<file path="src/hdl/ppd_pkg.sv">
// Shared constants for the point to polyline distance block.
`default_nettype none

package ppd_pkg;

	// Bits of the multiplier consumed per cycle by the serial multipliers.
	localparam int DIGIT_BITS = 8;

	// Width of the running minimum of squared distances.
	localparam int SQ_BITS = 62;

	// Width of the distance word.
	localparam int DIST_BITS = 32;

	// Saturated squared distance, also the empty minimum.
	localparam logic [SQ_BITS-1:0] SQ_MAX = '1;

endpackage

`default_nettype wire

</file>
<file path="src/hdl/ppd_sqrt.sv">
// Serial integer square root, one result bit per cycle.
`default_nettype none

module ppd_sqrt (
	input  logic                           clk,
	input  logic                           arst_n,
	input  logic                           start,
	input  logic [ppd_pkg::SQ_BITS-1:0]    value,
	output logic [ppd_pkg::DIST_BITS-1:0]  root,
	output logic                           done
);
	import ppd_pkg::*;

	logic [SQ_BITS-1:0] rad_q;
	logic [SQ_BITS-1:0] res_q;
	logic [SQ_BITS-1:0] bit_q;
	logic [SQ_BITS-1:0] trial;
	logic               busy_q;
	logic               done_q;

	assign trial = res_q + bit_q;

	// Run until the one-hot weight has passed bit zero
	always_ff @(posedge clk or negedge arst_n) begin
		if (!arst_n) begin
			busy_q <= 1'b0;
			done_q <= 1'b0;
		end else begin
			if (start) begin
				busy_q <= 1'b1;
			end else if (busy_q && bit_q[0]) begin
				busy_q <= 1'b0;
			end
			done_q <= !start && busy_q && bit_q[0];
		end
	end

	// Subtract the trial when it fits, shift the weight down two places
	always_ff @(posedge clk) begin
		if (start) begin
			rad_q <= value;
			res_q <= '0;
			bit_q <= SQ_BITS'(1) << (SQ_BITS - 2);
		end else if (busy_q) begin
			if (rad_q >= trial) begin
				rad_q <= rad_q - trial;
				res_q <= (res_q >> 1) + bit_q;
			end else begin
				res_q <= res_q >> 1;
			end
			bit_q <= bit_q >> 2;
		end
	end

	assign root = res_q[DIST_BITS-1:0];
	assign done = done_q;

endmodule

`default_nettype wire
</file>
<file path="config.mk">
export PLATFORM = sky130hd
export DESIGN_NAME = ppd_sqrt
export DESIGN_NICKNAME = d
export VERILOG_FILES = /design/src/hdl/ppd_pkg.sv /design/src/hdl/ppd_sqrt.sv
export SDC_FILE = /design/constraint.sdc
export NUM_CORES = 1
export LEC_CHECK = 0
export BUFFER_PORTS_ARGS = -buffer_cell sky130_fd_sc_hd__buf_2
export CORE_ASPECT_RATIO = 2
export CORE_MARGIN = 4
export CORE_UTILIZATION = 40
export DETAILED_ROUTE_END_ITERATION = 7
export HOLD_SLACK_MARGIN = 0.02
export SETUP_SLACK_MARGIN = 0.1
export SLEW_MARGIN = 25
export SYNTH_ARGS = -nofsm -noshare
export SYNTH_HDL_FRONTEND = slang
export SYNTH_SLANG_ARGS = --single-unit
</file>
<file path="constraint.sdc">
create_clock -name clk -period 19.2 [get_ports clk]
set_input_delay 1.92 -clock clk [delete_from_list [all_inputs] [get_ports clk]]
set_output_delay 1.92 -clock clk [all_outputs]
set_load 0.05 [all_outputs]
</file>
==> out/qor.csv <==
stage,metric,value,unit
worst_hold_path,worst hold path type,reg -> reg,
critical_path,WS Path Type,reg -> reg,
cts,htree depth,4,
critical_path,Reg2Reg Depth,24,
route,# DRC,0,
global_route,first-pass GRT wire length,78300,µm
synth,Mapped Cells,1873,
cells_and_area,Finished Cell Area,0.0158,mm²
floorplanning,DIE WIDTH,144,µm
global_route,grt total ovfl,0,
cts,"Clk Latency, worst-skew pair",0.45,ns
floorplanning,Row Count,99,
route,Vias,14200,
synth,sequential share of the synthesized area,25.7,%
critical_path,Setup crit start kind,flop,
route,Post-DRT Antenna Nets,0,
sta,Least-Margin Pin Slew,0.930,ns
outcome,status,finished clean,
synth,Synth Flop Type,dfxtp_1,
cells_and_area,# nets final,2054,
route,DRT iter0 DRCs,878,
sta,max_slew headroom,38.0,%
worst_hold_path,Hold Path Cell Cnt,2,
critical_path,endpoint class of the critical path,flop,
floorplanning,initial core utilization,40.3,%
cts,Post-CTS Repair Setup Buffers,0,
sta,minimum clock period,7.56,ns
route,Detailed Routing Iterations Pass 1,7,
cells_and_area,share of cells above drive strength 1,10.1,%
global_route,gr usage total,25.2,%
sta,Slew Limit Fails,0,
critical_path,maximum fanout along the worst path,62,
pwr,pwr/cell area,140,mW/mm²
placement,final RePlAce weighted congestion,0.950,
placement,I/O Buffers,97,
pwr,leakage,6.31,nW
cts,Max Root-Sink Buffers,2,
critical_path,Slowest Stage Delay on Critical Path,0.68,ns
placement,HPWL after DPL,40500,µm
synth,unique cell type count in the Yosys netlist,77,
synth,"EDFF count, synth",62,
critical_path,cell chain of the critical path,"ha_1, a311oi_1, o31ai_1, o2111ai_1, a21oi_1, a31o_2, a31oi_1, nand3b_1, o41ai_4, a31oi_1, xor2_1, ha_1, nand2_1, nor2_1, nand4_1, nor3_1, a31oi_1, o21ai_0, a221o_1, buf_4, nor2_2, buf_4, o21ai_4, buf_4",
floorplanning,I/O pin total,98,
critical_path,"Max stage delay cell, worst path",buf_4,
pwr,Peak VDD IR,0.0000798,V
critical_path,Worst Path Required,19.27,ns
worst_hold_path,Hold EP,res_q[0]$_SDFFE_PP0P_,
synth,Synth Cell Area,0.0147,mm²
critical_path,FF-to-FF setup slack,11.64,ns
synth,syn avg cell area,7.84,µm²
sta,RSZ-0062 raised after global routing,no,
cts,quantity of gates resized following cts,0,
route,DR vias/cell,6.11,
global_route,vias in the first global route,14300,
cts,cts bufs inserted,17,
synth,Ys Warns,0,
floorplanning,core area,0.0364,mm²
sta,final hold viol count,0,
worst_hold_path,HP Start,res_q[0]$_SDFFE_PP0P_,
synth,Synth top area share,12.7,%
placement,DP Area,0.0152,mm²
global_route,initial antenna violation count,0,
cts,clock sink count,157,
floorplanning,die area,0.0400,mm²
sta,skew final,0.0123,ns
cells_and_area,"commonest non-fill, non-tap cells in the layout","nand2_1, nor2_1, o21ai_0",
cts,hold buffers post-CTS,0,
flow_run,MaxCap Viol Count,0,
sta,Fmax achieved,0.132,GHz
route,WL per Instance,22.1,µm
sta,Fin Setup TNS,0,ns
critical_path,RR Endpoint,rad_q[42]$_DFFE_PP_,
route,Routed WL,51600,µm
pwr,Final Power,2.21,mW
sta,period utilization,39.4,%
global_route,largest net degree at the start of global routing,85,
floorplanning,die height,279,µm
synth,async set or reset register ratio after synthesis,1.27,%
cells_and_area,"most common cell after layout, fill and taps aside",nand2_1,
synth,Synth Net Count,2065,
cts,"CTS clk-pin slew, worst paths",0.07,ns
critical_path,R2R Path Start,res_q[4]$_SDFFE_PP0P_,
cts,root buf cell,clkbuf_16,
synth,Synth area leaders,"dfxtp_1, edfxtp_1, ha_1",
synth,cell taking the most area after synthesis,dfxtp_1,
cells_and_area,n_diodes,0,
cts,TritonCTS clock tree,built,
synth,number of synthesized register bits,157,
cells_and_area,Layout Utilization,43.4,%
sta,final setup fails,0,
cells_and_area,"Area growth, synth to finish",7.54,%
critical_path,Critical Path AT,7.64,ns
kinds of logic (layout without fill, tap and decap cells):
kind of cell	after synthesis	count (layout)	share of synthesized area [%]
buffers and inverters	182	184	5.61
AO/OA/AOI/OAI	606	606	26.7
flip-flops	157	157	25.7
adder cells (fa/ha/maj)	127	127	10.9
AND/OR/NAND/NOR	599	599	18.7
XOR/XNOR	152	152	9.06
multiplexers	50	50	3.47
cell type report:
cell class | count | area, µm²
Multi-Input combinational cell | 1534 | 10100
Inverter | 43 | 161
Tap cell | 454 | 568
Sequential cell | 157 | 3780
Fill cell | 3822 | 20600
Clock inverter | 11 | 126
Clock buffer | 21 | 472
Timing Repair Buffer | 109 | 582
state kept, by name (all words and copies together), names as in the netlist:
register	flops
rad_q	62
res_q	62
bit_q	31
busy_q	1
done	1
worst max-delay path: cells and delay by family, from the launching register on:
| family | cells | cell delay [ns] |
|---|---|---|
| compound gates | 12 | 3.14 |
| buf+inv | 3 | 1.34 |
| simple gates | 6 | 1.09 |
| fa+ha+maj | 2 | 0.78 |
| flops | 1 | 0.49 |
| xor+xnor | 1 | 0.18 |
worst max-delay path by stage:
stage,to,start,cells past startpoint,slack (ns)
finish,rad_q[42]$_DFFE_PP_,res_q[4]$_SDFFE_PP0P_,24,11.64
global route,rad_q[42]$_DFFE_PP_,res_q[4]$_SDFFE_PP0P_,24,11.19
floorplan,rad_q[0]$_DFFE_PP_,res_q[2]$_SDFFE_PP0P_,23,9.69
global placement,rad_q[54]$_DFFE_PP_,res_q[4]$_SDFFE_PP0P_,24,11.83
CTS,rad_q[42]$_DFFE_PP_,res_q[4]$_SDFFE_PP0P_,24,11.70
detailed placement,rad_q[54]$_DFFE_PP_,res_q[4]$_SDFFE_PP0P_,24,11.73
per-stage QoR:
step	hold slack (ns)	instances	setup slack, ns
finish	0.522	2329	11.64
global route	0.573	2329	11.19
CTS	0.524	2329	11.70
detailed placement	0.514	2297	11.73
global placement	0.493	2297	11.83
floorplan	0.474	1873	9.69
report_power, final:
| part | switching (mW) | total (mW) | internal, mW | leakage (nW) |
|---|---|---|---|---|
| Sequential | 0.0660 | 0.541 | 0.475 | 1.42 |
| Clock | 0.155 | 0.360 | 0.204 | 0.295 |
| Combinational | 0.830 | 1.31 | 0.484 | 4.60 |
| Total | 1.05 | 2.21 | 1.16 | 6.31 |
synth_stat cells, types with 19 or more instances:
cell / number
xor2_1: 82
o21ai_0: 163
a211oi_1: 39
nor3_1: 33
nand2_1: 205
inv_1: 41
a31oi_1: 60
edfxtp_1: 62
ha_1: 126
a21o_1: 40
xnor2_1: 70
nand4_1: 45
dfxtp_1: 93
a21oi_1: 112
buf_4: 34
nand3_1: 44
and3_1: 19
a31o_2: 21
clkbuf_1: 96
mux2i_1: 43
nor2_1: 178
o21bai_1: 22
metal layers:
metal / GRT usage [%] / vias to the layer above / share of wire [%]
li1: - / 6876 / -
met5: 0 / - / 0
met2: 48.9 / 413 / 55
met4: 19.6 / 0 / 8.8
met1: 22.7 / 6776 / 33
met3: 2.91 / 167 / 3.2
No activity file was read; power rests on OpenSTA's default activity.
