--- src/hdl/ppd_div.sv ---
// Bit-serial restoring divider for the fraction bits of the projection.
`default_nettype none

module ppd_div #(
	parameter int NUM_BITS = 65,
	parameter int Q_BITS   = 16
) (
	input  logic                clk,
	input  logic                arst_n,
	input  logic                start,
	input  logic [NUM_BITS-1:0] num,
	input  logic [NUM_BITS-1:0] den,
	output logic [Q_BITS-1:0]   quotient,
	output logic                done
);
	localparam int CNT_BITS = $clog2(Q_BITS + 1);

	logic [NUM_BITS-1:0] rem_q;
	logic [NUM_BITS-1:0] den_q;
	logic [Q_BITS-1:0]   quo_q;
	logic [CNT_BITS-1:0] cnt_q;
	logic                busy_q;
	logic                done_q;
	logic [NUM_BITS:0]   trial;
	logic [NUM_BITS:0]   diff;
	logic                fits;

	// Double the remainder and try the subtraction
	always_comb begin
		trial = {rem_q, 1'b0};
		diff  = trial - {1'b0, den_q};
		fits  = trial >= {1'b0, den_q};
	end

	// Count quotient bits, flag the cycle after the last one
	always_ff @(posedge clk or negedge arst_n) begin
		if (!arst_n) begin
			busy_q <= 1'b0;
			done_q <= 1'b0;
			cnt_q  <= '0;
		end else begin
			if (start) begin
				busy_q <= 1'b1;
				cnt_q  <= '0;
			end else if (busy_q) begin
				cnt_q <= cnt_q + CNT_BITS'(1);
				if (cnt_q == CNT_BITS'(Q_BITS - 1)) begin
					busy_q <= 1'b0;
				end
			end
			done_q <= !start && busy_q && (cnt_q == CNT_BITS'(Q_BITS - 1));
		end
	end

	// Shift one quotient bit in per cycle
	always_ff @(posedge clk) begin
		if (start) begin
			rem_q <= num;
			den_q <= den;
			quo_q <= '0;
		end else if (busy_q) begin
			rem_q <= fits ? diff[NUM_BITS-1:0] : trial[NUM_BITS-1:0];
			quo_q <= {quo_q[Q_BITS-2:0], fits};
		end
	end

	assign quotient = quo_q;
	assign done     = done_q;

endmodule

`default_nettype wire

--- config.mk ---
export PLATFORM = sky130hd
export DESIGN_NAME = ppd_div
export DESIGN_NICKNAME = d
export VERILOG_FILES = /design/src/hdl/ppd_div.sv
export SDC_FILE = /design/constraint.sdc
export NUM_CORES = 1
export LEC_CHECK = 0
export BUFFER_PORTS_ARGS = -buffer_cell sky130_fd_sc_hd__buf_4
export CORE_MARGIN = 1
export CORE_UTILIZATION = 25
export CTS_CLUSTER_DIAMETER = 50
export DETAILED_ROUTE_END_ITERATION = 8
export GPL_TIMING_DRIVEN = 0
export PLACE_DENSITY_LB_ADDON = 0.1
export SYNTH_ARGS = -nofsm -noshare
export SYNTH_HDL_FRONTEND = slang
export SYNTH_SLANG_ARGS = --single-unit
--- constraint.sdc ---
create_clock -name clk -period 3.8 [get_ports clk]
set_clock_uncertainty 0.1 [all_clocks]
set_input_delay 0.57 -clock clk [delete_from_list [all_inputs] [get_ports clk]]
set_output_delay 0.57 -clock clk [all_outputs]
set_load 0.02 [all_outputs]
==> flow_metrics.env, run 1 <==
export IMPL_min_from="den[52]"
export IMPL_gp_congestion=0.869
export IMPL_fill_cells=4278
export IMPL_worstSetupPathType="reg2reg"
export IMPL_drc_errors=0
export IMPL_finalPower_uw=10500
export IMPL_timing_fmax_mhz=273
export IMPL_drive_above_1_share_pct=25.0
export IMPL_hold_path_class="in2reg"
export IMPL_area_growth_pct=26.2
export IMPL_peakVddDrop_mv=0.379
export IMPL_max_slew_margin_rel_pct=36.4
export IMPL_setup_viol=0
export IMPL_crit_chain="ha_1 -> a21oi_2 -> o21ai_2 -> o2bb2ai_2 -> or4b_4 -> o211a_1 -> o211ai_2 -> nand3b_2 -> a211oi_2 -> xor2_1 -> o21ai_1 -> mux2_2"
export IMPL_netlist_instances=1052
export IMPL_die_x_um=205
export IMPL_r2r_end="rem_q[61]"
export IMPL_yosysSeqAreaShare_pct=42.8
export IMPL_numCtsBuffers=17
export IMPL_whs_path_depth=1
export IMPL_clock_path_buffers=2
export IMPL_worst_pin_slew_ns=0.954
export IMPL_finalCriticalPeriod_ns=3.66
export IMPL_route_met2_wl_um=15700
export IMPL_synth_edf_count=130
export IMPL_cp_start_kind="flop"
export IMPL_wl_per_cell_um=19.4
export IMPL_path_buf_inv=0
export IMPL_top_layer="met4"
export IMPL_fin_nets=1430
export IMPL_critPathArrivalTime_ns=3.78
export IMPL_critPathCaptureType="flop"
export IMPL_mappedNetlistArea_sq_um=10300
export IMPL_rows=73
export IMPL_cts_clk_slew_worst_paths_ns=0.08
export IMPL_core_sq_um=40100
export IMPL_reg2reg_slack_ns=0.14
export IMPL_routed_via_density=4.82
export IMPL_drt_pre_antenna_iters=5
export IMPL_grt_max_degree=67
export IMPL_placed_area_sq_um=12100
export IMPL_ys_ff_latch=153
export IMPL_setup_tns_final_ns=0
export IMPL_cpPeakStageDelay_ns=0.54
export IMPL_final_hold_viol_count=0
export IMPL_fin_cells=1767
export IMPL_wl_um=34200
export IMPL_finalCritPeriodShare_pct=96.4
export IMPL_crit_slowest_cell="or4b_4"
export IMPL_antenna_found_initial=0
export IMPL_final_max_slew_viol_count=0
export IMPL_synth_ff_type="edfxtp_1"
export IMPL_grt_overflow_total=0
export IMPL_async_flop_share_pct=4.58
export IMPL_grt_usage_pct=16.8
export IMPL_path_delay_family="compound AO/OA/AOI/OAI gates"
export IMPL_fin_area_sq_um=13000
export IMPL_die_area_sq_um=41900
export IMPL_insertion_delay_ns=0.47
export IMPL_power_density_nw_per_um2=809
export IMPL_synth_area_per_cell_sq_um=9.76
export IMPL_grt_pass1_vias=8637
export IMPL_portBuffers=149
export IMPL_worst_path_max_fanout=6
export IMPL_synth_nets=1253
export IMPL_die_y_um=205
export IMPL_dp_hpwl_um=25400
export IMPL_required_ns=3.92
export IMPL_cts_root_buf="clkbuf_16"
export IMPL_maxCapViolCount=0
export IMPL_wl_met1_um=16800
export IMPL_antenna_cells=0
export IMPL_via_count=8522
export IMPL_status="finished clean"
export IMPL_crit_path_start="rem_q[13]"
export IMPL_cts_tree="yes"
export IMPL_pin_count=150
export IMPL_reg2regPathDepth=12
export IMPL_ant_nets=0
export IMPL_area_sequential_sq_um=4400
export IMPL_initialDrtViolationCount=516
export IMPL_hold_end="den_q[52]"
export IMPL_multi_input_area_sq_um=5490
export IMPL_htree_levels=4
export IMPL_hold_worst_slack_ns=0.171
export IMPL_synth_cell_type_count=72
export IMPL_p_leak_uw=0.00554
export IMPL_cts_sinks=153
export IMPL_r2r_start="rem_q[13]"
export IMPL_initial_core_util_pct=25.6
export IMPL_grt_pass1_wl_um=51900
export IMPL_place_inst=1727
export IMPL_wl_met3_um=1270
export IMPL_yosys_warnings=0
flip-flops by register name, indices dropped and copies added, names as in the netlist:
register,cells
den_q,65
rem_q,65
cnt_q,5
busy_q,1
quotient,16
done,1
per-layer routing:
metal,vias to the layer above,track usage [%]
li1,4195,-
met1,4133,23.2
met2,170,26.4
met3,24,3.18
met4,0,4.66
met5,-,0
what timing repair did:
| item | 4_1_cts | 5_1_grt |
|---|---|---|
| setup endpoints to repair | 99 | 60 |
| endpoints found under the hold margin | 7 | 0 |
| buffers inserted | 10 | 7 |
| gates cloned | 1 | 0 |
| gates resized for setup | 19 | 36 |
| pin swaps | 6 | 10 |
| hold buffers | 1 | 0 |
worst register-to-register path: stages (launching register included):
cell       delay (ns)
edfxtp_1         0.39
ha_1             0.41
a21oi_2          0.25
o21ai_2          0.08
o2bb2ai_2        0.16
or4b_4           0.54
o211a_1          0.29
o211ai_2         0.23
nand3b_2         0.18
a211oi_2         0.30
xor2_1           0.18
o21ai_1          0.07
mux2_2           0.25
power breakdown:
part / internal [uW] / switching, uW
Sequential: 2410 / 261
Clock: 888 / 812
Combinational: 2540 / 3580
placed cells by master (no fill, tap or decap), drive strengths merged, types with 18 or more instances in the layout:
master,instances
mux2i,18
nor2,64
ha,67
a211oi,19
nand2,100
a21o,29
o21ai,94
buf,188
xor2,30
xnor2,34
edfxtp,130
a21oi,93
inv,97
mux2,40
clkbuf,38
nand4,24
metrics by stage:
stage | setup WS, ns | util, %
after floorplan | 0.534 | -
after global placement | -1.33 | 30.0
after detailed placement | -0.643 | 30.1
after CTS | 0.00787 | 31.9
after global routing | -0.00285 | 32.3
final | 0.137 | 32.3
cells in the mapped netlist (3+ instances only):
library cell | instances | area (sq um)
ha_1 | 67 | 838
o211ai_1 | 5 | 37.5
edfxtp_1 | 130 | 3900
a221o_1 | 9 | 90.1
nor2_1 | 64 | 240
xor2_1 | 30 | 263
o21ai_0 | 79 | 395
mux2i_1 | 18 | 180
buf_2 | 12 | 60.1
or2_2 | 4 | 25.0
xnor2_1 | 34 | 298
mux2_2 | 38 | 428
inv_1 | 90 | 338
a31oi_1 | 16 | 100
nor3_1 | 6 | 30.0
and3b_1 | 8 | 70.1
a221oi_1 | 4 | 35.0
a21oi_1 | 86 | 430
nand2_1 | 100 | 375
dfxtp_1 | 16 | 320
a21boi_0 | 4 | 30.0
o21bai_1 | 8 | 60.1
buf_6 | 3 | 33.8
clkbuf_1 | 32 | 120
nand4_1 | 23 | 144
o21a_1 | 8 | 60.1
nand3_1 | 7 | 35.0
nor4_1 | 5 | 31.3
o21ai_1 | 13 | 65.1
a21oi_2 | 4 | 35.0
o41ai_1 | 3 | 26.3
dfrtp_1 | 7 | 175
nor2b_1 | 6 | 37.5
o31ai_1 | 3 | 22.5
and4_1 | 3 | 26.3
and3_1 | 7 | 43.8
nand2b_1 | 9 | 56.3
a211oi_1 | 17 | 128
a21o_1 | 29 | 218
nor3b_1 | 3 | 22.5
cells by family (layout without fill, tap and decap cells):
family | after synthesis | in the layout | share of synthesized area, %
compound gates | 312 | 313 | 19.5
xor+xnor | 64 | 64 | 5.46
fa+ha+maj | 68 | 68 | 8.36
buf+inv | 141 | 330 | 5.59
flops | 153 | 153 | 42.8
mux | 58 | 58 | 6.14
simple gates | 256 | 256 | 12.1
worst max-delay path by stage:
stage | end | cells after the start | slack (ns)
CTS | rem_q[55] | 14 | 0.008
global placement | rem_q[30] | 5 | -1.33
finish | rem_q[61] | 12 | 0.14
floorplan | rem_q[17] | 12 | 0.53
detailed placement | rem_q[30] | 6 | -0.64
global route | rem_q[56] | 13 | -0.003
final cells by class:
cell class / instances / area share [%]
inverter: 90 / 2.61
multi-input combinational: 759 / 42.3
buffer: 40 / 1.77
clock buffer: 19 / 3.49
tap: 525 / 5.07
sequential: 153 / 33.9
clock inverter: 13 / 0.840
timing repair buffer: 168 / 9.94
Note: power is estimated with default switching activity, not from simulation.
==> run 2, diff against run 1 <==
--- a/config.mk
+++ b/config.mk
@@ -5,6 +5,7 @@
 export SDC_FILE = /design/constraint.sdc
 export NUM_CORES = 1
 export LEC_CHECK = 0
+export ABC_AREA = 1
 export BUFFER_PORTS_ARGS = -buffer_cell sky130_fd_sc_hd__buf_4
 export CORE_MARGIN = 1
 export CORE_UTILIZATION = 25
==> run 2 against run 1 <==
First-iteration DRC count is 50% higher; critical path depth grew 4; cell count up 60%; largest cell class unchanged; power rose by 9.3%.
==> flow_metrics.env, run 2 <==
export IMPL_status="finished clean"
export IMPL_path_buf_inv=3
export IMPL_cts_sinks=153
export IMPL_max_slew_margin_rel_pct=27.5
export IMPL_grt_pass1_vias=12600
export IMPL_combPwrFrac_pct=62.9
export IMPL_initial_core_util_pct=25.5
export IMPL_synth_top_area_share_pct=30.3
export IMPL_grt_max_degree=70
export IMPL_synth_ff_type="edfxtp_1"
export IMPL_synth_area_per_cell_sq_um=6.52
export IMPL_drt_pre_antenna_iters=5
export IMPL_hold_end="den_q[47]"
export IMPL_initialDrtViolationCount=775
export IMPL_timing_fmax_mhz=309
export IMPL_cts_root_buf="clkbuf_16"
export IMPL_whs_path_depth=1
export IMPL_peakVddDrop_mv=0.350
export IMPL_hold_worst_slack_ns=0.154
export IMPL_switching_share_pct=51.1
export IMPL_crit_slowest_cell="edfxtp_1"
export IMPL_fin_util_pct=30.6
export IMPL_ys_ff_latch=153
export IMPL_final_max_slew_viol_count=0
export IMPL_critPathArrivalTime_ns=3.38
export IMPL_synth_edf_count=130
export IMPL_path_delay_family="simple AND/OR/NAND/NOR gates"
export IMPL_grt_usage_pct=19.4
export IMPL_synth_commonest_cells="798 x nand2_1, 413 x inv_1, 130 x edfxtp_1"
export IMPL_grt_pass1_wl_um=75000
export IMPL_finalCritPeriodShare_pct=85.2
export IMPL_pin_count=150
export IMPL_synth_cell_type_count=32
export IMPL_drc_errors=0
export IMPL_fin_ws_ns=0.561
export IMPL_crit_path_frequent_cell="nand2_1"
export IMPL_cts_tree="yes"
export IMPL_yosysSeqAreaShare_pct=34.2
export IMPL_intPower_uw=5600
export IMPL_power_share_sequential_pct=22.3
export IMPL_wl_um=49000
export IMPL_power_density_nw_per_um2=743
export IMPL_dp_slack_ns=0.302
export IMPL_r2r_start="rem_q[30]"
export IMPL_core_sq_um=50500
export IMPL_wl_per_cell_um=17.3
export IMPL_netlist_instances=1974
export IMPL_rsz0062_at_grt="false"
export IMPL_reg2reg_slack_ns=0.56
export IMPL_setup_viol=0
export IMPL_die_area_sq_um=52400
export IMPL_portBuffers=149
export IMPL_finalCriticalPeriod_ns=3.24
export IMPL_mappedNetlistArea_sq_um=12900
export IMPL_routed_via_density=4.33
export IMPL_final_hold_viol_count=0
export IMPL_min_from="den[47]"
export IMPL_die_x_um=229
export IMPL_maxCapViolCount=0
export IMPL_pwr_share_clk_pct=14.8
export IMPL_required_ns=3.94
export IMPL_htree_levels=4
export IMPL_reg2regPathDepth=16
export IMPL_r2r_end="rem_q[42]"
export IMPL_gp_congestion=0.912
export IMPL_yosysMostFrequentCell="nand2_1"
export IMPL_synth_nets=2175
export IMPL_area_growth_pct=19.9
export IMPL_critPathCaptureType="flop"
export IMPL_dp_hpwl_um=41000
export IMPL_cpPeakStageDelay_ns=0.40
export IMPL_clock_path_buffers=2
export IMPL_mostFrequentLayoutCells="798 x nand2_1, 413 x inv_1, 152 x buf_4"
export IMPL_via_count=12200
export IMPL_p_leak_uw=0.00830
export IMPL_drive_above_1_share_pct=12.3
export IMPL_worstSetupPathType="reg2reg"
export IMPL_worst_pin_slew_ns=1.09
export IMPL_crit_chain="ha_1 -> nand2_1 -> nor2_1 -> inv_2 -> nor2_2 -> nand2_1 -> nor2_1 -> nand2_1 -> nand3_2 -> nor2_2 -> nand2_2 -> buf_6 -> buf_6 -> nand2_1 -> nand3_1 -> nand2_1"
export IMPL_die_y_um=229
export IMPL_numCtsBuffers=17
export IMPL_ant_nets=0
export IMPL_fin_nets=2345
export IMPL_hold_path_class="in2reg"
export IMPL_cts_setup_buffers=0
export IMPL_grt_overflow_total=0
export IMPL_cp_start_kind="flop"
export IMPL_worst_path_max_fanout=10
export IMPL_insertion_delay_ns=0.49
export IMPL_synth_area_leader_cell="edfxtp_1"
export IMPL_yosys_top_cells_area="edfxtp_1 30%, nand2_1 23%, inv_1 12%"
export IMPL_antenna_cells=0
export IMPL_antenna_found_initial=1
export IMPL_async_flop_share_pct=4.58
export IMPL_yosys_warnings=0
export IMPL_net_switching_power_uw=5860
export IMPL_final_common_cell="nand2_1"
export IMPL_cts_clk_slew_worst_paths_ns=0.07
export IMPL_rows=82
## run 2: changes by cell type after synthesis, sizes merged, moves of 19 or more
| cell | previous run | this run |
|---|---|---|
| nand3 | 7 | 131 |
| nor2 | 64 | 119 |
| nand2 | 100 | 808 |
| mux2 | 40 | 0 |
| o21ai | 94 | 19 |
| a21oi | 92 | 48 |
| nand3b | 1 | 63 |
| a211oi | 19 | 0 |
| a21o | 29 | 0 |
| clkbuf | 32 | 9 |
| inv | 90 | 435 |
| xor2 | 30 | 2 |
## run 2: final cells by class
class,count,area (sq um)
multi-input combinational,1346,6570
clock buffer,18,429
timing repair buffer,151,1160
tap,672,841
sequential,153,4400
fill,5780,35000
inverter,437,1640
clock inverter,14,129
buffer,38,268
## run 2: what timing repair did
item,in CTS,in global routing
endpoints found under the hold margin,7,0
gates resized for setup,0,0
hold buffers,1,0
## run 2: cells by family (layout without fill, tap and decap cells)
logic type / after synthesis / in the layout / synth area share [%]
adder cells (fa/ha/maj): 68 / 68 / 6.67
buffers and inverters: 475 / 658 / 14.8
AND/OR/NAND/NOR: 1157 / 1157 / 38.5
AO/OA/AOI/OAI: 89 / 89 / 3.73
XOR/XNOR: 32 / 32 / 2.18
flip-flops: 153 / 153 / 34.2
## run 2: worst max-delay path by stage
| stage | from | to | slack [ns] | cells after the start |
|---|---|---|---|---|
| floorplan | start | rem_q[0] | 0.50 | 3 |
| global placement | start | rem_q[20] | -1.99 | 4 |
| detailed placement | start | rem_q[50] | 0.30 | 5 |
| CTS | rem_q[30] | rem_q[48] | 0.58 | 16 |
| global route | rem_q[30] | rem_q[48] | 0.40 | 16 |
| finish | rem_q[30] | rem_q[42] | 0.56 | 16 |
## run 2: metrics by stage
stage	total power (uW)	cells	instance area [sq um]	setup TNS (ns)
after floorplan	7410	1974	12900	0
final	11500	2829	15400	0
after global placement	9800	2795	14800	-145.50
after CTS	11600	2829	15400	0
after global routing	12600	2829	15400	0
after detailed placement	9810	2796	14900	0
## run 2: routing by layer
layer / vias up / global-route usage [%] / routed length [um]
met4: 0 / 5.60 / 760
met1: 5609 / 27.0 / 24900
met5: - / 0 / 0
met2: 214 / 31.0 / 21700
met3: 31 / 2.69 / 1620
li1: 6384 / - / -
## run 2: power by group through the flow
stage               registers [uW]  logic, uW  clock network (uW)
CTS                           2560       7260                1790
global placement              2590       7210                   0
detailed placement            2590       7230                   0
finish                        2550       7200                1700
floorplan                     2520       4890                   0
global route                  2600       8140                1820
==> run 3, diff against run 2 <==
--- a/config.mk
+++ b/config.mk
@@ -7,9 +7,9 @@
 export LEC_CHECK = 0
 export ABC_AREA = 1
 export BUFFER_PORTS_ARGS = -buffer_cell sky130_fd_sc_hd__buf_4
-export CORE_MARGIN = 1
+export CORE_MARGIN = 2
 export CORE_UTILIZATION = 25
-export CTS_CLUSTER_DIAMETER = 50
+export CTS_CLUSTER_DIAMETER = 60
 export DETAILED_ROUTE_END_ITERATION = 8
 export GPL_TIMING_DRIVEN = 0
 export PLACE_DENSITY_LB_ADDON = 0.1
==> run 3 against run 2 <==
Sequential power hardly changed; core utilization is 0.22 points lower; largest cell class unchanged; first-iteration DRC count is 5.5% lower; largest power group unchanged.
==> flow_metrics.env, run 3 (synthesis gave the netlist of run 2 again) <==
export IMPL_status="finished clean"
export IMPL_area_growth_pct=20.4
export IMPL_worstSetupPathType="reg2reg"
export IMPL_cts_sinks=153
export IMPL_finalCriticalPeriod_ns=3.26
export IMPL_portBuffers=149
export IMPL_hold_worst_slack_ns=0.144
export IMPL_antenna_found_initial=2
export IMPL_htree_levels=4
export IMPL_rows=83
export IMPL_reg2reg_slack_ns=0.54
export IMPL_crit_path_start="rem_q[48]"
export IMPL_die_area_sq_um=53300
export IMPL_critPathCaptureType="flop"
export IMPL_crit_chain="ha_1 -> a21oi_1 -> nand2_1 -> inv_1 -> nand2_1 -> a21oi_1 -> nor2_1 -> nor2_2 -> buf_6 -> buf_4 -> nand3b_1 -> nand3_1 -> nand2_1"
export IMPL_wl_per_cell_um=17.4
export IMPL_finalPower_uw=11700
export IMPL_power_density_nw_per_um2=753
export IMPL_cts_root_buf="clkbuf_16"
export IMPL_drc_errors=0
export IMPL_die_y_um=231
export IMPL_hold_path_class="in2reg"
export IMPL_core_sq_um=51100
export IMPL_cp_start_kind="flop"
export IMPL_crit_slowest_cell="a21oi_1"
export IMPL_worst_path_max_fanout=10
export IMPL_final_hold_viol_count=0
export IMPL_timing_fmax_mhz=307
export IMPL_min_from="den[44]"
export IMPL_worst_pin_slew_ns=1.07
export IMPL_routed_via_density=4.33
export IMPL_max_slew_margin_rel_pct=28.8
export IMPL_maxCapViolCount=0
export IMPL_grt_pass1_wl_um=74500
export IMPL_pin_count=150
export IMPL_initial_core_util_pct=25.2
export IMPL_rsz0062_at_grt="false"
export IMPL_ant_nets=0
export IMPL_final_common_cell="nand2_1"
export IMPL_r2r_start="rem_q[48]"
export IMPL_drt_pre_antenna_iters=8
export IMPL_die_x_um=231
export IMPL_p_leak_uw=0.00832
export IMPL_mostFrequentLayoutCells="798 x nand2_1, 413 x inv_1, 152 x buf_4"
export IMPL_cts_clk_slew_worst_paths_ns=0.07
export IMPL_r2r_end="rem_q[34]"
export IMPL_clock_path_buffers=2
export IMPL_setup_tns_final_ns=0
export IMPL_via_count=12300
export IMPL_insertion_delay_ns=0.50
export IMPL_setup_viol=0
export IMPL_required_ns=3.94
export IMPL_reg2regPathDepth=13
export IMPL_whs_path_depth=1
export IMPL_crit_path_frequent_cell="nand2_1"
export IMPL_fin_nets=2345
export IMPL_cts_setup_buffers=0
export IMPL_grt_pass1_vias=12400
export IMPL_fin_ws_ns=0.543
export IMPL_numCtsBuffers=17
export IMPL_grt_max_degree=70
export IMPL_fill_cells=5771
export IMPL_peakVddDrop_mv=0.391
export IMPL_wl_um=49400
export IMPL_drive_above_1_share_pct=12.3
export IMPL_gp_congestion=0.929
export IMPL_hold_end="den_q[44]"
export IMPL_fin_util_pct=30.4
export IMPL_final_max_slew_viol_count=0
export IMPL_finalCritPeriodShare_pct=85.7
export IMPL_dp_slack_ns=0.343
export IMPL_cpPeakStageDelay_ns=0.42
export IMPL_initialDrtViolationCount=732
export IMPL_cts_resized=0
export IMPL_dp_hpwl_um=41400
export IMPL_grt_overflow_total=0
export IMPL_grt_usage_pct=19.2
export IMPL_cts_tree="yes"
export IMPL_critPathArrivalTime_ns=3.40
## run 3: cell count changes in the layout (fill, tap and decap cells not counted)
cell / previous run / this run
clkinv_4: 3 / 1
clkinv_8: 0 / 2
bufinv_16: 0 / 1
clkbuf_1: 9 / 8
clkbuf_16: 17 / 18
clkinv_2: 1 / 0
diode_2: 0 / 1
## run 3: how the worst max path moves through the flow
stage                endpoint  slack [ns]  cells after the start
CTS                 rem_q[42]        0.54                     16
global route        rem_q[34]        0.37                     17
finish              rem_q[34]        0.54                     13
detailed placement  rem_q[45]        0.34                      5
floorplan            rem_q[0]        0.50                      3
global placement    rem_q[20]       -2.04                      4
## run 3: metrics by stage
stage / std cells / instance area, sq um
finish: 2838 / 15500
global route: 2837 / 15500
CTS: 2837 / 15500
detailed placement: 2804 / 14900
global placement: 2803 / 14800
floorplan: 1974 / 12900
## run 3: layout make-up
class | instances | area, sq um | area share, %
antenna | 1 | 2.50 | 0.0161
buffer | 38 | 268 | 1.73
clock buffer | 18 | 450 | 2.90
clock inverter | 14 | 169 | 1.09
inverter | 437 | 1640 | 10.6
multi-input combinational | 1346 | 6570 | 42.4
sequential | 153 | 4400 | 28.4
tap | 680 | 851 | 5.49
timing repair buffer | 151 | 1160 | 7.46
## run 3: repair_timing
item / 4_1_cts / 5_1_grt
hold buffers: 1 / 0
setup endpoints to repair: 0 / 0
endpoints found under the hold margin: 7 / 0
## run 3: where the power goes
group	internal, uW	total, uW	switching [uW]
Combinational	2400	7270	4880
Sequential	2340	2560	220
Clock	980	1840	862
Total	5720	11700	5960
## run 3: worst max-delay path, delay by kind of cell (launching register included)
| kind | cells | cell delay [ns] |
|---|---|---|
| AO/OA/AOI/OAI | 2 | 0.57 |
| adder cells (fa/ha/maj) | 1 | 0.37 |
| buffers and inverters | 3 | 0.60 |
| flip-flops | 1 | 0.39 |
| AND/OR/NAND/NOR | 7 | 0.95 |
## run 3: per-layer routing
| metal | GRT usage (%) | vias up | share of wire (%) |
|---|---|---|---|
| met5 | 0 | - | 0 |
| met4 | 5.89 | 0 | 2.2 |
| met3 | 3.52 | 40 | 3.8 |
| met2 | 30.2 | 232 | 44 |
| met1 | 26.4 | 5630 | 50 |
| li1 | - | 6392 | - |
