--- src/hdl/ppd_pkg.sv ---
// Shared constants for the point to polyline distance block.
`default_nettype none

package ppd_pkg;

	// Bits of the multiplier consumed per cycle by the serial multipliers.
	localparam int DIGIT_BITS = 8;

	// Width of the running minimum of squared distances.
	localparam int SQ_BITS = 62;

	// Width of the distance word.
	localparam int DIST_BITS = 32;

	// Saturated squared distance, also the empty minimum.
	localparam logic [SQ_BITS-1:0] SQ_MAX = '1;

endpackage

`default_nettype wire

--- src/hdl/ppd_mul.sv ---
// Digit-serial unsigned multiplier, one multiplier digit per cycle.
`default_nettype none

module ppd_mul #(
	parameter int OP_BITS = 32
) (
	input  logic                   clk,
	input  logic                   arst_n,
	input  logic                   start,
	input  logic [OP_BITS-1:0]     a,
	input  logic [OP_BITS-1:0]     b,
	output logic [2*OP_BITS-1:0]   product,
	output logic                   done
);
	import ppd_pkg::*;

	localparam int PROD_BITS = 2 * OP_BITS;
	localparam int NDIG      = (OP_BITS + DIGIT_BITS - 1) / DIGIT_BITS;
	localparam int PAD_BITS  = NDIG * DIGIT_BITS;
	localparam int CNT_BITS  = $clog2(NDIG + 1);

	logic [PROD_BITS-1:0]            mcand_q;
	logic [PROD_BITS-1:0]            acc_q;
	logic [PAD_BITS-1:0]             mplier_q;
	logic [CNT_BITS-1:0]             cnt_q;
	logic                            busy_q;
	logic                            done_q;
	logic [PROD_BITS+DIGIT_BITS-1:0] partial;

	// Partial product of the shifted multiplicand and the low digit
	assign partial = mcand_q * mplier_q[DIGIT_BITS-1:0];

	// Count digits, flag the cycle after the last one
	always_ff @(posedge clk or negedge arst_n) begin
		if (!arst_n) begin
			busy_q <= 1'b0;
			done_q <= 1'b0;
			cnt_q  <= '0;
		end else begin
			if (start) begin
				busy_q <= 1'b1;
				cnt_q  <= '0;
			end else if (busy_q) begin
				cnt_q <= cnt_q + CNT_BITS'(1);
				if (cnt_q == CNT_BITS'(NDIG - 1)) begin
					busy_q <= 1'b0;
				end
			end
			done_q <= !start && busy_q && (cnt_q == CNT_BITS'(NDIG - 1));
		end
	end

	// Shift operands one digit, accumulate the partial product
	always_ff @(posedge clk) begin
		if (start) begin
			mcand_q  <= PROD_BITS'(a);
			mplier_q <= PAD_BITS'(b);
			acc_q    <= '0;
		end else if (busy_q) begin
			mcand_q  <= mcand_q << DIGIT_BITS;
			mplier_q <= mplier_q >> DIGIT_BITS;
			acc_q    <= acc_q + partial[PROD_BITS-1:0];
		end
	end

	assign product = acc_q;
	assign done    = done_q;

endmodule

`default_nettype wire

--- config.mk ---
export PLATFORM = sky130hd
export DESIGN_NAME = ppd_mul
export DESIGN_NICKNAME = d
export VERILOG_FILES = /design/src/hdl/ppd_pkg.sv /design/src/hdl/ppd_mul.sv
export SDC_FILE = /design/constraint.sdc
export NUM_CORES = 1
export LEC_CHECK = 0
export BUFFER_PORTS_ARGS = -buffer_cell sky130_fd_sc_hd__buf_2
export CELL_PAD_IN_SITES_DETAIL_PLACEMENT = 0
export CELL_PAD_IN_SITES_GLOBAL_PLACEMENT = 1
export CORE_MARGIN = 2
export CORE_UTILIZATION = 26
export DETAILED_ROUTE_END_ITERATION = 10
export GPL_ROUTABILITY_DRIVEN = 0
export HOLD_SLACK_MARGIN = 0.15
export PLACE_DENSITY = 0.57
export SKIP_LAST_GASP = 1
export SLEW_MARGIN = 30
export SYNTH_ARGS = -nofsm -noshare
export SYNTH_HDL_FRONTEND = slang
export SYNTH_SLANG_ARGS = --single-unit
--- constraint.sdc ---
create_clock -name clk -period 7.9 [get_ports clk]
set_input_delay 0.79 -clock clk [delete_from_list [all_inputs] [get_ports clk]]
set_output_delay 0.79 -clock clk [all_outputs]
set_load 0.02 [all_outputs]
==> results of run 1 <==
==> how the worst max path moves through the flow <==
stage                     start          end  slack [ps]  depth (start not counted)
floorplan           mplier_q[0]  product[51]        2330                         21
global placement    mplier_q[5]  product[62]        1280                         17
detailed placement  mplier_q[5]  product[62]        1040                         17
CTS                 mplier_q[5]  product[62]         940                         17
global route        mplier_q[5]  product[62]         410                         17
finish              mplier_q[5]  product[62]         910                         17
==> cells in the mapped netlist (4+ instances only) <==
| master | count | area [µm²] |
|---|---|---|
| sky130_fd_sc_hd__a211o_1 | 6 | 52.6 |
| sky130_fd_sc_hd__inv_1 | 494 | 1850 |
| sky130_fd_sc_hd__nand2b_1 | 9 | 56.3 |
| sky130_fd_sc_hd__o22ai_1 | 21 | 131 |
| sky130_fd_sc_hd__nor2b_1 | 6 | 37.5 |
| sky130_fd_sc_hd__xor2_1 | 22 | 193 |
| sky130_fd_sc_hd__xnor2_1 | 36 | 315 |
| sky130_fd_sc_hd__a21o_1 | 31 | 233 |
| sky130_fd_sc_hd__nand2_1 | 202 | 758 |
| sky130_fd_sc_hd__mux2_2 | 48 | 541 |
| sky130_fd_sc_hd__clkbuf_1 | 115 | 432 |
| sky130_fd_sc_hd__fa_1 | 410 | 8210 |
| sky130_fd_sc_hd__o21a_1 | 7 | 52.6 |
| sky130_fd_sc_hd__nor3_1 | 16 | 80.1 |
| sky130_fd_sc_hd__dfrtp_1 | 5 | 125 |
| sky130_fd_sc_hd__nand3_1 | 13 | 65.1 |
| sky130_fd_sc_hd__edfxtp_1 | 64 | 1920 |
| sky130_fd_sc_hd__nand4_1 | 27 | 169 |
| sky130_fd_sc_hd__ha_1 | 75 | 938 |
| sky130_fd_sc_hd__mux2i_1 | 60 | 601 |
| sky130_fd_sc_hd__buf_1 | 17 | 63.8 |
| sky130_fd_sc_hd__a21oi_1 | 74 | 370 |
| sky130_fd_sc_hd__o21bai_1 | 11 | 82.6 |
| sky130_fd_sc_hd__dfxtp_1 | 96 | 1920 |
| sky130_fd_sc_hd__and4_1 | 4 | 35.0 |
| sky130_fd_sc_hd__o21ai_0 | 46 | 230 |
| sky130_fd_sc_hd__o211ai_1 | 7 | 52.6 |
| sky130_fd_sc_hd__a211oi_1 | 8 | 60.1 |
| sky130_fd_sc_hd__and3_1 | 6 | 37.5 |
| sky130_fd_sc_hd__nor2_1 | 92 | 345 |
| sky130_fd_sc_hd__and2_1 | 352 | 2200 |
| sky130_fd_sc_hd__a31oi_1 | 10 | 62.6 |
==> logic make-up after synthesis <==
logic type                 count (synthesis)  synth area share (%)
adders and majority gates                485                  40.1
muxes                                    108                  5.01
xor gates and xnor gates                  58                  2.23
AOI/OAI and AO/OA                        265                  7.69
and+or+nand+nor                          743                  17.1
buffers and inverters                    630                  10.4
DFF                                      165                  17.4
==> per-layer routing <==
| layer | vias to the layer above | share of wire (%) |
|---|---|---|
| met5 | - | 0.019 |
| met4 | 2 | 2.1 |
| met3 | 61 | 3.7 |
| met2 | 344 | 49 |
| met1 | 8747 | 46 |
| li1 | 7607 | - |
==> state kept, by name, summed over array words and instances, names as in the netlist <==
signal / cells
mplier_q: 32
mcand_q: 64
product: 64
busy_q: 1
done: 1
cnt_q: 3
==> final cells by class <==
| class | instances | share of cell area [%] |
|---|---|---|
| tap | 1155 | 5.74 |
| sequential | 165 | 15.8 |
| clock buffer | 17 | 1.69 |
| timing repair buffer | 153 | 3.39 |
| antenna | 2 | 0.0199 |
| multi-input combinational | 1659 | 65.3 |
| clock inverter | 15 | 0.651 |
| inverter | 495 | 7.39 |
==> per-stage QoR <==
stage,std cells,setup WS [ps]
floorplan,2454,2330
global placement,3626,1280
detailed placement,3626,1040
CTS,3659,939
global route,3659,407
finish,3661,909
==> critical path, cell delays in order, from the launching register on <==
cell and delay, ps:
sky130_fd_sc_hd__edfxtp_1 910, sky130_fd_sc_hd__buf_4 410, sky130_fd_sc_hd__nand2_1 130, sky130_fd_sc_hd__fa_1 520, sky130_fd_sc_hd__fa_1 520, sky130_fd_sc_hd__inv_1 60
sky130_fd_sc_hd__fa_1 500, sky130_fd_sc_hd__fa_1 430, sky130_fd_sc_hd__ha_1 360, sky130_fd_sc_hd__o211ai_1 100, sky130_fd_sc_hd__o21ai_1 440, sky130_fd_sc_hd__o31ai_1 150
sky130_fd_sc_hd__o21ai_0 410, sky130_fd_sc_hd__nand3_1 380, sky130_fd_sc_hd__a2111oi_2 790, sky130_fd_sc_hd__o21ai_0 240, sky130_fd_sc_hd__and4_1 250, sky130_fd_sc_hd__o32ai_1 280
==> results.env, run 1 <==
LAYOUT.AREA.SEQ_MM2=0.00397
TIMING.REG2REG.WORST_PATH_DEPTH=17
SYNTHESIS.AREA_PER_INSTANCE_UM2=9.29
CHIPHEIGHT_UM=300
FINAL_MIN_PERIOD_OVER_CLOCK_PERIOD_PCT=88.5
GR-USAGE-MET3_PCT=2.46
HOLD_SLACK_PS=498
TIMING.FINAL.SETUP_VIOLATIONS=0
CP.ARRIVAL_PS=7410
CLASSIFICATION_OF_THE_WORST_SETUP_PATH='reg -> reg'
INITIAL_CORE_UTIL_PCT=26.2
GRT_ANTENNA_BEFORE_REPAIR=3
DR_VIAS_CELL=4.58
PERIOD_NEEDED_PS=6990
CTS_TREE='yes'
CTS.REPORTEDPATHS.CLKPINSLEW_PS=90
SLEW_VIOL_FINAL=0
RSZ0062_AT_GRT='no'
ENDPOINT_KIND='flop'
RUN_STATUS='complete, no violations'
POST_CTS_HOLD_BUFFER_COUNT=1
MIN_PATH_TYPE='reg -> reg'
PORT_BUFFERS=131
MAXCAPVIOLCOUNT=0
SHARE_OF_THE_YOSYS_CHIP_AREA_BELONGING_TO_REGISTERS_PCT=17.4
DETAILEDROUTE.FIRSTPASSITERATIONCOUNT=7
DRT.ANTENNA.VIOLATING_NETS=0
MOST_COMMON_CELL_AFTER_LAYOUT_FILL_AND_TAPS_ASIDE='sky130_fd_sc_hd__inv_1'
DESIGN.FINAL.NETS=3043
POST_ROUTE_CELLS_DRIVE_ABOVE_1_SHARE_PCT=9.82
HOLD_PATH_END='product[42]'
SYNTH_FF_TYPE='sky130_fd_sc_hd__dfxtp_1'
WORSTPATHREQUIRED_PS=8320
COUNT_OF_VIAS_PLACED_BY_THE_DETAILED_ROUTER=16761
SYNTH_CELL_TYPE_COUNT=67
DETAIL_ROUTE.WIRELENGTH_UM=69000
MAX-SLEW-MARGIN-REL_PCT=35.2
NET_COUNT_SYNTH=3006
CTSRESIZECOUNT=0
CLOCK-ROOT-BUFFER='sky130_fd_sc_hd__clkbuf_16'
SYNTH.FF_LATCH_COUNT=165
SYNTH-EDFF-COUNT=64
DIE_AREA_MM2=0.0901
RR_STARTPOINT='mplier_q[5]'
GRT_REMAINING_OVERFLOW=0
MIN_DELAY_PATH_DEPTH=2
HOLD_PATH.STARTPOINT='product[42]'
NUM_ROWS=108
FINALINSTANCEAREA_MM2=0.0252
DETAIL_ROUTE.WL_PER_CELL_UM=18.8
CLOCK_INSERTION_DELAY_WORST_SKEW_PS=520
WORST-R2R-SETUP-SLACK_PS=910
DRC=0
CRITICAL_PATH.MAX_FANOUT=25
WORSTSETUPSTARTPOINTTYPE='flop'
HPWL_UM=52800
POST-CTS-SETUP-BUFFER-COUNT=0
DPL_CELL_AREA_MM2=0.0246
HOLD_VIOLATIONS=0
GLOBAL_ROUTE.PEAK_USAGE_LAYER='met2'
WORSTMARGINPINSLEW_PS=966
ASYNC_FLOP_SHARE_PCT=3.03
IO_PINS=132
DIE_WIDTH_UM=300
DRT_FIRST_ITER_VIOLATIONS=950
AREA_GROWTH_SYN_TO_LAYOUT_PCT=10.5
CTS_MADE_BUFFERS=17
GRT_PASS1_WL_UM=111000
FIN_SKEW_PS=28.0
GRT_UTIL_MET2_PCT=27.2
YOSYSWARNINGCOUNT=0
COREAREA_MM2=0.0869
GRT_PASS1_VIAS=18867
GLOBAL_ROUTE.USAGE.TOTAL_PCT=16.1
POSTSYNTHCELLCOUNT=2454
CLK_BUF_DEPTH=2
CTSHTREEMAXLEVEL=4
FINAL_LAYOUT_FILL_CELL_COUNT=9191
GRT_START_MAX_NET_PINS=65
POST_SYNTH_INSTANCE_AREA_MM2=0.0228
LAYOUT.CORE_UTILIZATION_PCT=29.0
MULTI_INPUT_COMB_AREA_MM2=0.0165
FIN_SETUP_TNS_PS=0
GRTUSAGEMET1_PCT=21.4
TIMING.FMAX_MHz=143
R2R_END='product[62]'
COMMONEST_CELLS_AFTER_ROUTING_FILL_AND_TAPS_ASIDE='sky130_fd_sc_hd__inv_1, sky130_fd_sc_hd__fa_1, sky130_fd_sc_hd__and2_1, sky130_fd_sc_hd__nand2_1, sky130_fd_sc_hd__buf_2'
NUMCLOCKSINKS=165
Power of run 1 is left out: the tool's default activity adds up to more than one toggle a clock period on the data nets, which glitch-free logic cannot reach.
==> inputs of run 2 (changes only) <==
==> constraint.sdc (replaced) <==
create_clock -name clk -period 7.9 [get_ports clk]
set_input_delay 1.185 -clock clk [delete_from_list [all_inputs] [get_ports clk]]
set_output_delay 1.185 -clock clk [all_outputs]
set_load 0.02 [all_outputs]
==> results.env, run 2 (synthesis results as in run 1) <==
GRT_PASS1_VIAS=18855  # -0.064%
MAX-SLEW-MARGIN-REL_PCT=37.1  # +1.8 points
HPWL_UM=52800  # unchanged
NUMCLOCKSINKS=165  # unchanged
FINAL_LAYOUT_FILL_CELL_COUNT=9192  # +0.011%
COMMONEST_CELLS_AFTER_ROUTING_FILL_AND_TAPS_ASIDE='sky130_fd_sc_hd__inv_1, sky130_fd_sc_hd__fa_1, sky130_fd_sc_hd__and2_1, sky130_fd_sc_hd__nand2_1, sky130_fd_sc_hd__buf_2'
PORT_BUFFERS=131  # unchanged
CLOCK_INSERTION_DELAY_WORST_SKEW_PS=520  # about the same
WORST-R2R-SETUP-SLACK_PS=960  # +50 ps
WORSTMARGINPINSLEW_PS=938  # -27.5 ps
ENDPOINT_KIND='flop'
AREA_GROWTH_SYN_TO_LAYOUT_PCT=10.4  # about the same
CTS_MADE_BUFFERS=17  # unchanged
DESIGN.FINAL.NETS=3042  # -0.033%
TIMING.REG2REG.WORST_PATH_DEPTH=17  # unchanged
DR_VIAS_CELL=4.58  # about the same
CLOCK-ROOT-BUFFER='sky130_fd_sc_hd__clkbuf_16'
FINAL_MIN_PERIOD_OVER_CLOCK_PERIOD_PCT=87.9  # -0.59 points
CP.ARRIVAL_PS=7370  # -40 ps
CHIPHEIGHT_UM=300  # unchanged
COREAREA_MM2=0.0869  # unchanged
CLASSIFICATION_OF_THE_WORST_SETUP_PATH='reg -> reg'
RR_STARTPOINT='mplier_q[5]'
POST_ROUTE_CELLS_DRIVE_ABOVE_1_SHARE_PCT=9.83  # about the same
STDCELL_COUNT=3660  # -0.027%
HOLD_VIOLATIONS=0  # unchanged
COUNT_OF_VIAS_PLACED_BY_THE_DETAILED_ROUTER=16745  # -0.095%
R2R_END='product[62]'
CTSRESIZECOUNT=0  # unchanged
GRT_ANTENNA_BEFORE_REPAIR=3  # unchanged
MOST_COMMON_CELL_AFTER_LAYOUT_FILL_AND_TAPS_ASIDE='sky130_fd_sc_hd__inv_1'
CLK_BUF_DEPTH=2  # unchanged
POST_CTS_HOLD_BUFFER_COUNT=0  # -1
TIMING.FMAX_MHz=144  # +0.67%
WORSTPATHREQUIRED_PS=8330  # about the same
CTS.REPORTEDPATHS.CLKPINSLEW_PS=90  # about the same
RSZ0062_AT_GRT='no'
DRC=0  # unchanged
PERIOD_NEEDED_PS=6940  # -46.6 ps
DIE_WIDTH_UM=300  # unchanged
DRT.ANTENNA.VIOLATING_NETS=0  # unchanged
NUM_ROWS=108  # unchanged
LAYOUT.CORE_UTILIZATION_PCT=29.0  # about the same
MAXCAPVIOLCOUNT=0  # unchanged
FIN_SETUP_TNS_PS=0  # unchanged
CTS_TREE='yes'
GRT_PASS1_WL_UM=111000  # about the same
MIN_PATH_TYPE='in -> async'
DRT_FIRST_ITER_VIOLATIONS=933  # -1.8%
TIMING.FINAL.SETUP_VIOLATIONS=0  # unchanged
DETAILEDROUTE.FIRSTPASSITERATIONCOUNT=5  # -2
DETAIL_ROUTE.WL_PER_CELL_UM=18.8  # about the same
DIE_AREA_MM2=0.0901  # unchanged
GRT_START_MAX_NET_PINS=65  # unchanged
GRT_REMAINING_OVERFLOW=0  # unchanged
CTSHTREEMAXLEVEL=4  # unchanged
POST-CTS-SETUP-BUFFER-COUNT=0  # unchanged
GLOBAL_ROUTE.USAGE.TOTAL_PCT=16.1  # about the same
SLEW_VIOL_FINAL=0  # unchanged
IO_PINS=132  # unchanged
PLACE.DETAILED.INSTANCES=3626  # unchanged
WORSTSETUPSTARTPOINTTYPE='flop'
DETAIL_ROUTE.WIRELENGTH_UM=69000  # about the same
RUN_STATUS='complete, no violations'
CRITICAL_PATH.MAX_FANOUT=25  # unchanged
FIN_SKEW_PS=30.9  # +2.96 ps
HOLD_SLACK_PS=480  # -18.0 ps
INITIAL_CORE_UTIL_PCT=26.2  # unchanged
## run 2: metrics by stage
stage / instance area, µm² / worst slack (ps)
detailed placement: 24600 / 1040
floorplan: 22800 / 2330
finish: 25200 / 956
global route: 25200 / 407
global placement: 24600 / 1280
CTS: 25200 / 939
## run 2: critical path, cell delays in order, from the launching register on
cell,delay [ps]
sky130_fd_sc_hd__edfxtp_1,900
sky130_fd_sc_hd__buf_4,420
sky130_fd_sc_hd__nand2_1,130
sky130_fd_sc_hd__fa_1,520
sky130_fd_sc_hd__fa_1,520
sky130_fd_sc_hd__inv_1,60
sky130_fd_sc_hd__fa_1,500
sky130_fd_sc_hd__fa_1,430
sky130_fd_sc_hd__ha_1,360
sky130_fd_sc_hd__o211ai_1,100
sky130_fd_sc_hd__o21ai_1,440
sky130_fd_sc_hd__o31ai_1,150
sky130_fd_sc_hd__o21ai_0,410
sky130_fd_sc_hd__nand3_1,380
sky130_fd_sc_hd__a2111oi_2,760
sky130_fd_sc_hd__o21ai_0,230
sky130_fd_sc_hd__and4_1,240
sky130_fd_sc_hd__o32ai_1,280
## run 2: worst max path at each step
stage / start / to / cells after the start
5_1_grt: mplier_q[5] / product[62] / 17
3_5_place_dp: mplier_q[5] / product[62] / 17
6_report: mplier_q[5] / product[62] / 17
4_1_cts: mplier_q[5] / product[62] / 17
2_1_floorplan: mplier_q[0] / product[51] / 21
3_3_place_gp: mplier_q[5] / product[62] / 17
## run 2: layer usage
| layer | share of wire, % | global-route usage (%) | vias up |
|---|---|---|---|
| li1 | - | - | 7599 |
| met1 | 46 | 21.4 | 8746 |
| met2 | 49 | 27.2 | 341 |
| met3 | 3.7 | 2.46 | 57 |
| met4 | 2.0 | 4.49 | 2 |
| met5 | 0.019 | 0 | - |
## run 2: layout make-up
type / instances / area [µm²] / share of cell area [%]
Antenna cell: 2 / 5.00 / 0.0199
Multi-Input combinational cell: 1659 / 16500 / 65.4
Timing Repair Buffer: 152 / 845 / 3.36
Inverter: 495 / 1860 / 7.39
Clock inverter: 15 / 164 / 0.651
Clock buffer: 17 / 425 / 1.69
Tap cell: 1155 / 1450 / 5.74
Sequential cell: 165 / 3970 / 15.8
Power of run 2 is left out for the same reason.
==> inputs of run 3 (changes only) <==
==> constraint.sdc (replaced) <==
create_clock -name clk -period 7.9 [get_ports clk]
set_input_delay 0.395 -clock clk [delete_from_list [all_inputs] [get_ports clk]]
set_output_delay 0.395 -clock clk [all_outputs]
set_load 0.02 [all_outputs]
==> results.env, run 3 (synthesis results as in run 1) <==
RUN_STATUS='complete, no violations'
COMMONEST_CELLS_AFTER_ROUTING_FILL_AND_TAPS_ASIDE='sky130_fd_sc_hd__inv_1, sky130_fd_sc_hd__fa_1, sky130_fd_sc_hd__and2_1, sky130_fd_sc_hd__nand2_1, sky130_fd_sc_hd__buf_2'
DRT.ANTENNA.VIOLATING_NETS=0  # unchanged
PERIOD_NEEDED_PS=6940  # -3.30 ps
FIN_SKEW_PS=25.8  # -5.13 ps
CLK_BUF_DEPTH=2  # unchanged
POST-CTS-SETUP-BUFFER-COUNT=0  # unchanged
MULTI_INPUT_COMB_AREA_MM2=0.0165  # unchanged
WORSTPATHREQUIRED_PS=8320  # about the same
WORSTMARGINPINSLEW_PS=965  # +27.5 ps
STDCELL_COUNT=3678  # +0.49%
GRT_ANTENNA_BEFORE_REPAIR=2  # -1
CRITICAL_PATH.MAX_FANOUT=25  # unchanged
INITIAL_CORE_UTIL_PCT=26.2  # unchanged
GRT_PASS1_VIAS=18924  # +0.37%
TIMING.REG2REG.WORST_PATH_DEPTH=17  # unchanged
NUMCLOCKSINKS=165  # unchanged
CLOCK_INSERTION_DELAY_WORST_SKEW_PS=520  # about the same
FIN_SETUP_TNS_PS=0  # unchanged
TIMING.CRITICAL_PATH.SLOWEST_CELL_DELAY_PS=900  # about the same
COREAREA_MM2=0.0869  # unchanged
ENDPOINT_KIND='flop'
GRT_START_MAX_NET_PINS=65  # unchanged
COUNT_OF_VIAS_PLACED_BY_THE_DETAILED_ROUTER=16844  # +0.59%
DR_VIAS_CELL=4.58  # about the same
MAX-SLEW-MARGIN-REL_PCT=35.2  # -1.8 points
FINAL_MIN_PERIOD_OVER_CLOCK_PERIOD_PCT=87.9  # about the same
CHIPHEIGHT_UM=300  # unchanged
WORST-R2R-SETUP-SLACK_PS=960  # about the same
CRITICAL_PATH.MOST_COMMON_CELL='sky130_fd_sc_hd__fa_1'
DESIGN.FINAL.NETS=3060  # +0.59%
CTS_MADE_BUFFERS=17  # unchanged
CLOCK-ROOT-BUFFER='sky130_fd_sc_hd__clkbuf_16'
R2R_END='product[62]'
MIN_PATH_TYPE='in -> reg'
LAUNCH_POINT_OF_THE_CRITICAL_PATH='mplier_q[5]'
DRC=0  # unchanged
DETAIL_ROUTE.WL_PER_CELL_UM=18.8  # -0.34%
AREA_GROWTH_SYN_TO_LAYOUT_PCT=11.2
TIMING.FINAL.SETUP_VIOLATIONS=0  # unchanged
DETAIL_ROUTE.WIRELENGTH_UM=69100  # +0.15%
PATH_CELLS='buf_4 > nand2_1 > fa_1 > fa_1 > inv_1 > fa_1 > fa_1 > ha_1 > o211ai_1 > o21ai_1 > o31ai_1 > o21ai_0 > nand3_1 > a2111oi_2 > o21ai_0 > and4_1 > o32ai_1'
PLACE.DETAILED.INSTANCES=3626  # unchanged
SLOWEST_STAGE='sky130_fd_sc_hd__edfxtp_1'
IO_PINS=132  # unchanged
MAXCAPVIOLCOUNT=0  # unchanged
POST_ROUTE_CELLS_DRIVE_ABOVE_1_SHARE_PCT=9.76  # -0.070 points
HOLD_SLACK_PS=187  # -293 ps
WORSTSETUPSTARTPOINTTYPE='flop'
MOST_COMMON_CELL_AFTER_LAYOUT_FILL_AND_TAPS_ASIDE='sky130_fd_sc_hd__inv_1'
CP.ARRIVAL_PS=7360  # about the same
SLEW_VIOL_FINAL=0  # unchanged
DIE_WIDTH_UM=300  # unchanged
DETAILEDROUTE.FIRSTPASSITERATIONCOUNT=5  # unchanged
GLOBAL_ROUTE.USAGE.TOTAL_PCT=16.1  # about the same
HOLD_VIOLATIONS=0  # unchanged
CTSHTREEMAXLEVEL=4  # unchanged
WORSTSETUPENDPOINT='product[62]'
NUM_ROWS=108  # unchanged
LAYOUT.AREA.SEQ_MM2=0.00397  # unchanged
CTS_TREE='yes'
DRT_FIRST_ITER_VIOLATIONS=971  # +4.1%
PORT_BUFFERS=131  # unchanged
TIMING.FMAX_MHz=144  # about the same
CTS.REPORTEDPATHS.CLKPINSLEW_PS=90  # about the same
CLASSIFICATION_OF_THE_WORST_SETUP_PATH='reg -> reg'
DIE_AREA_MM2=0.0901  # unchanged
HPWL_UM=52800  # unchanged
RR_STARTPOINT='mplier_q[5]'
RSZ0062_AT_GRT='no'
FINAL_LAYOUT_FILL_CELL_COUNT=9183  # -0.098%
GRT_PASS1_WL_UM=111000  # about the same
GRT_REMAINING_OVERFLOW=0  # unchanged
LAYOUT.CORE_UTILIZATION_PCT=29.2  # +0.21 points
run 3: cell types whose count changed in the layout (fill, tap and decap cells not counted):
cell                            previous run  this run
sky130_fd_sc_hd__dlygate4sd3_1             0        18
run 3: per-layer routing:
metal	vias to the layer above	global-route usage, %	routed length (µm)
li1	7637	-	-
met3	63	2.41	2720
met2	336	27.2	33600
met4	0	4.49	1430
met1	8808	21.5	31300
met5	-	0	0
run 3: metrics by stage:
step	setup slack [ps]	instance area [µm²]
2_1_floorplan	2330	22800
3_3_place_gp	1280	24600
3_5_place_dp	1040	24600
4_1_cts	939	25300
5_1_grt	407	25300
6_report	959	25400
run 3: worst min path at each step:
stage,start,endpoint,depth (start not counted)
6_report,b[10],mplier_q[10],2
5_1_grt,b[10],mplier_q[10],2
4_1_cts,b[2],mplier_q[2],2
3_5_place_dp,arst_n,busy_q,1
3_3_place_gp,arst_n,done,1
2_1_floorplan,arst_n,busy_q,0
run 3: worst max-delay path, delay by kind of cell (launching register included):
family | cells | cell delay [ps]
simple gates | 3 | 770
buf+inv | 2 | 480
flops | 1 | 900
fa+ha+maj | 5 | 2330
compound gates | 7 | 2350
run 3: repair_timing:
action / CTS / global route
hold buffers: 18 / 0
endpoints found under the hold margin: 22 / 0
gates resized for setup: 0 / 0
run 3: final cells by class:
cell class	instances	share of cell area [%]
Multi-Input combinational cell	1659	64.9
Antenna cell	2	0.0197
Inverter	495	7.34
Sequential cell	165	15.7
Clock buffer	17	1.68
Tap cell	1155	5.70
Timing Repair Buffer	170	4.04
Clock inverter	15	0.646
Power of run 3 is left out for the same reason.
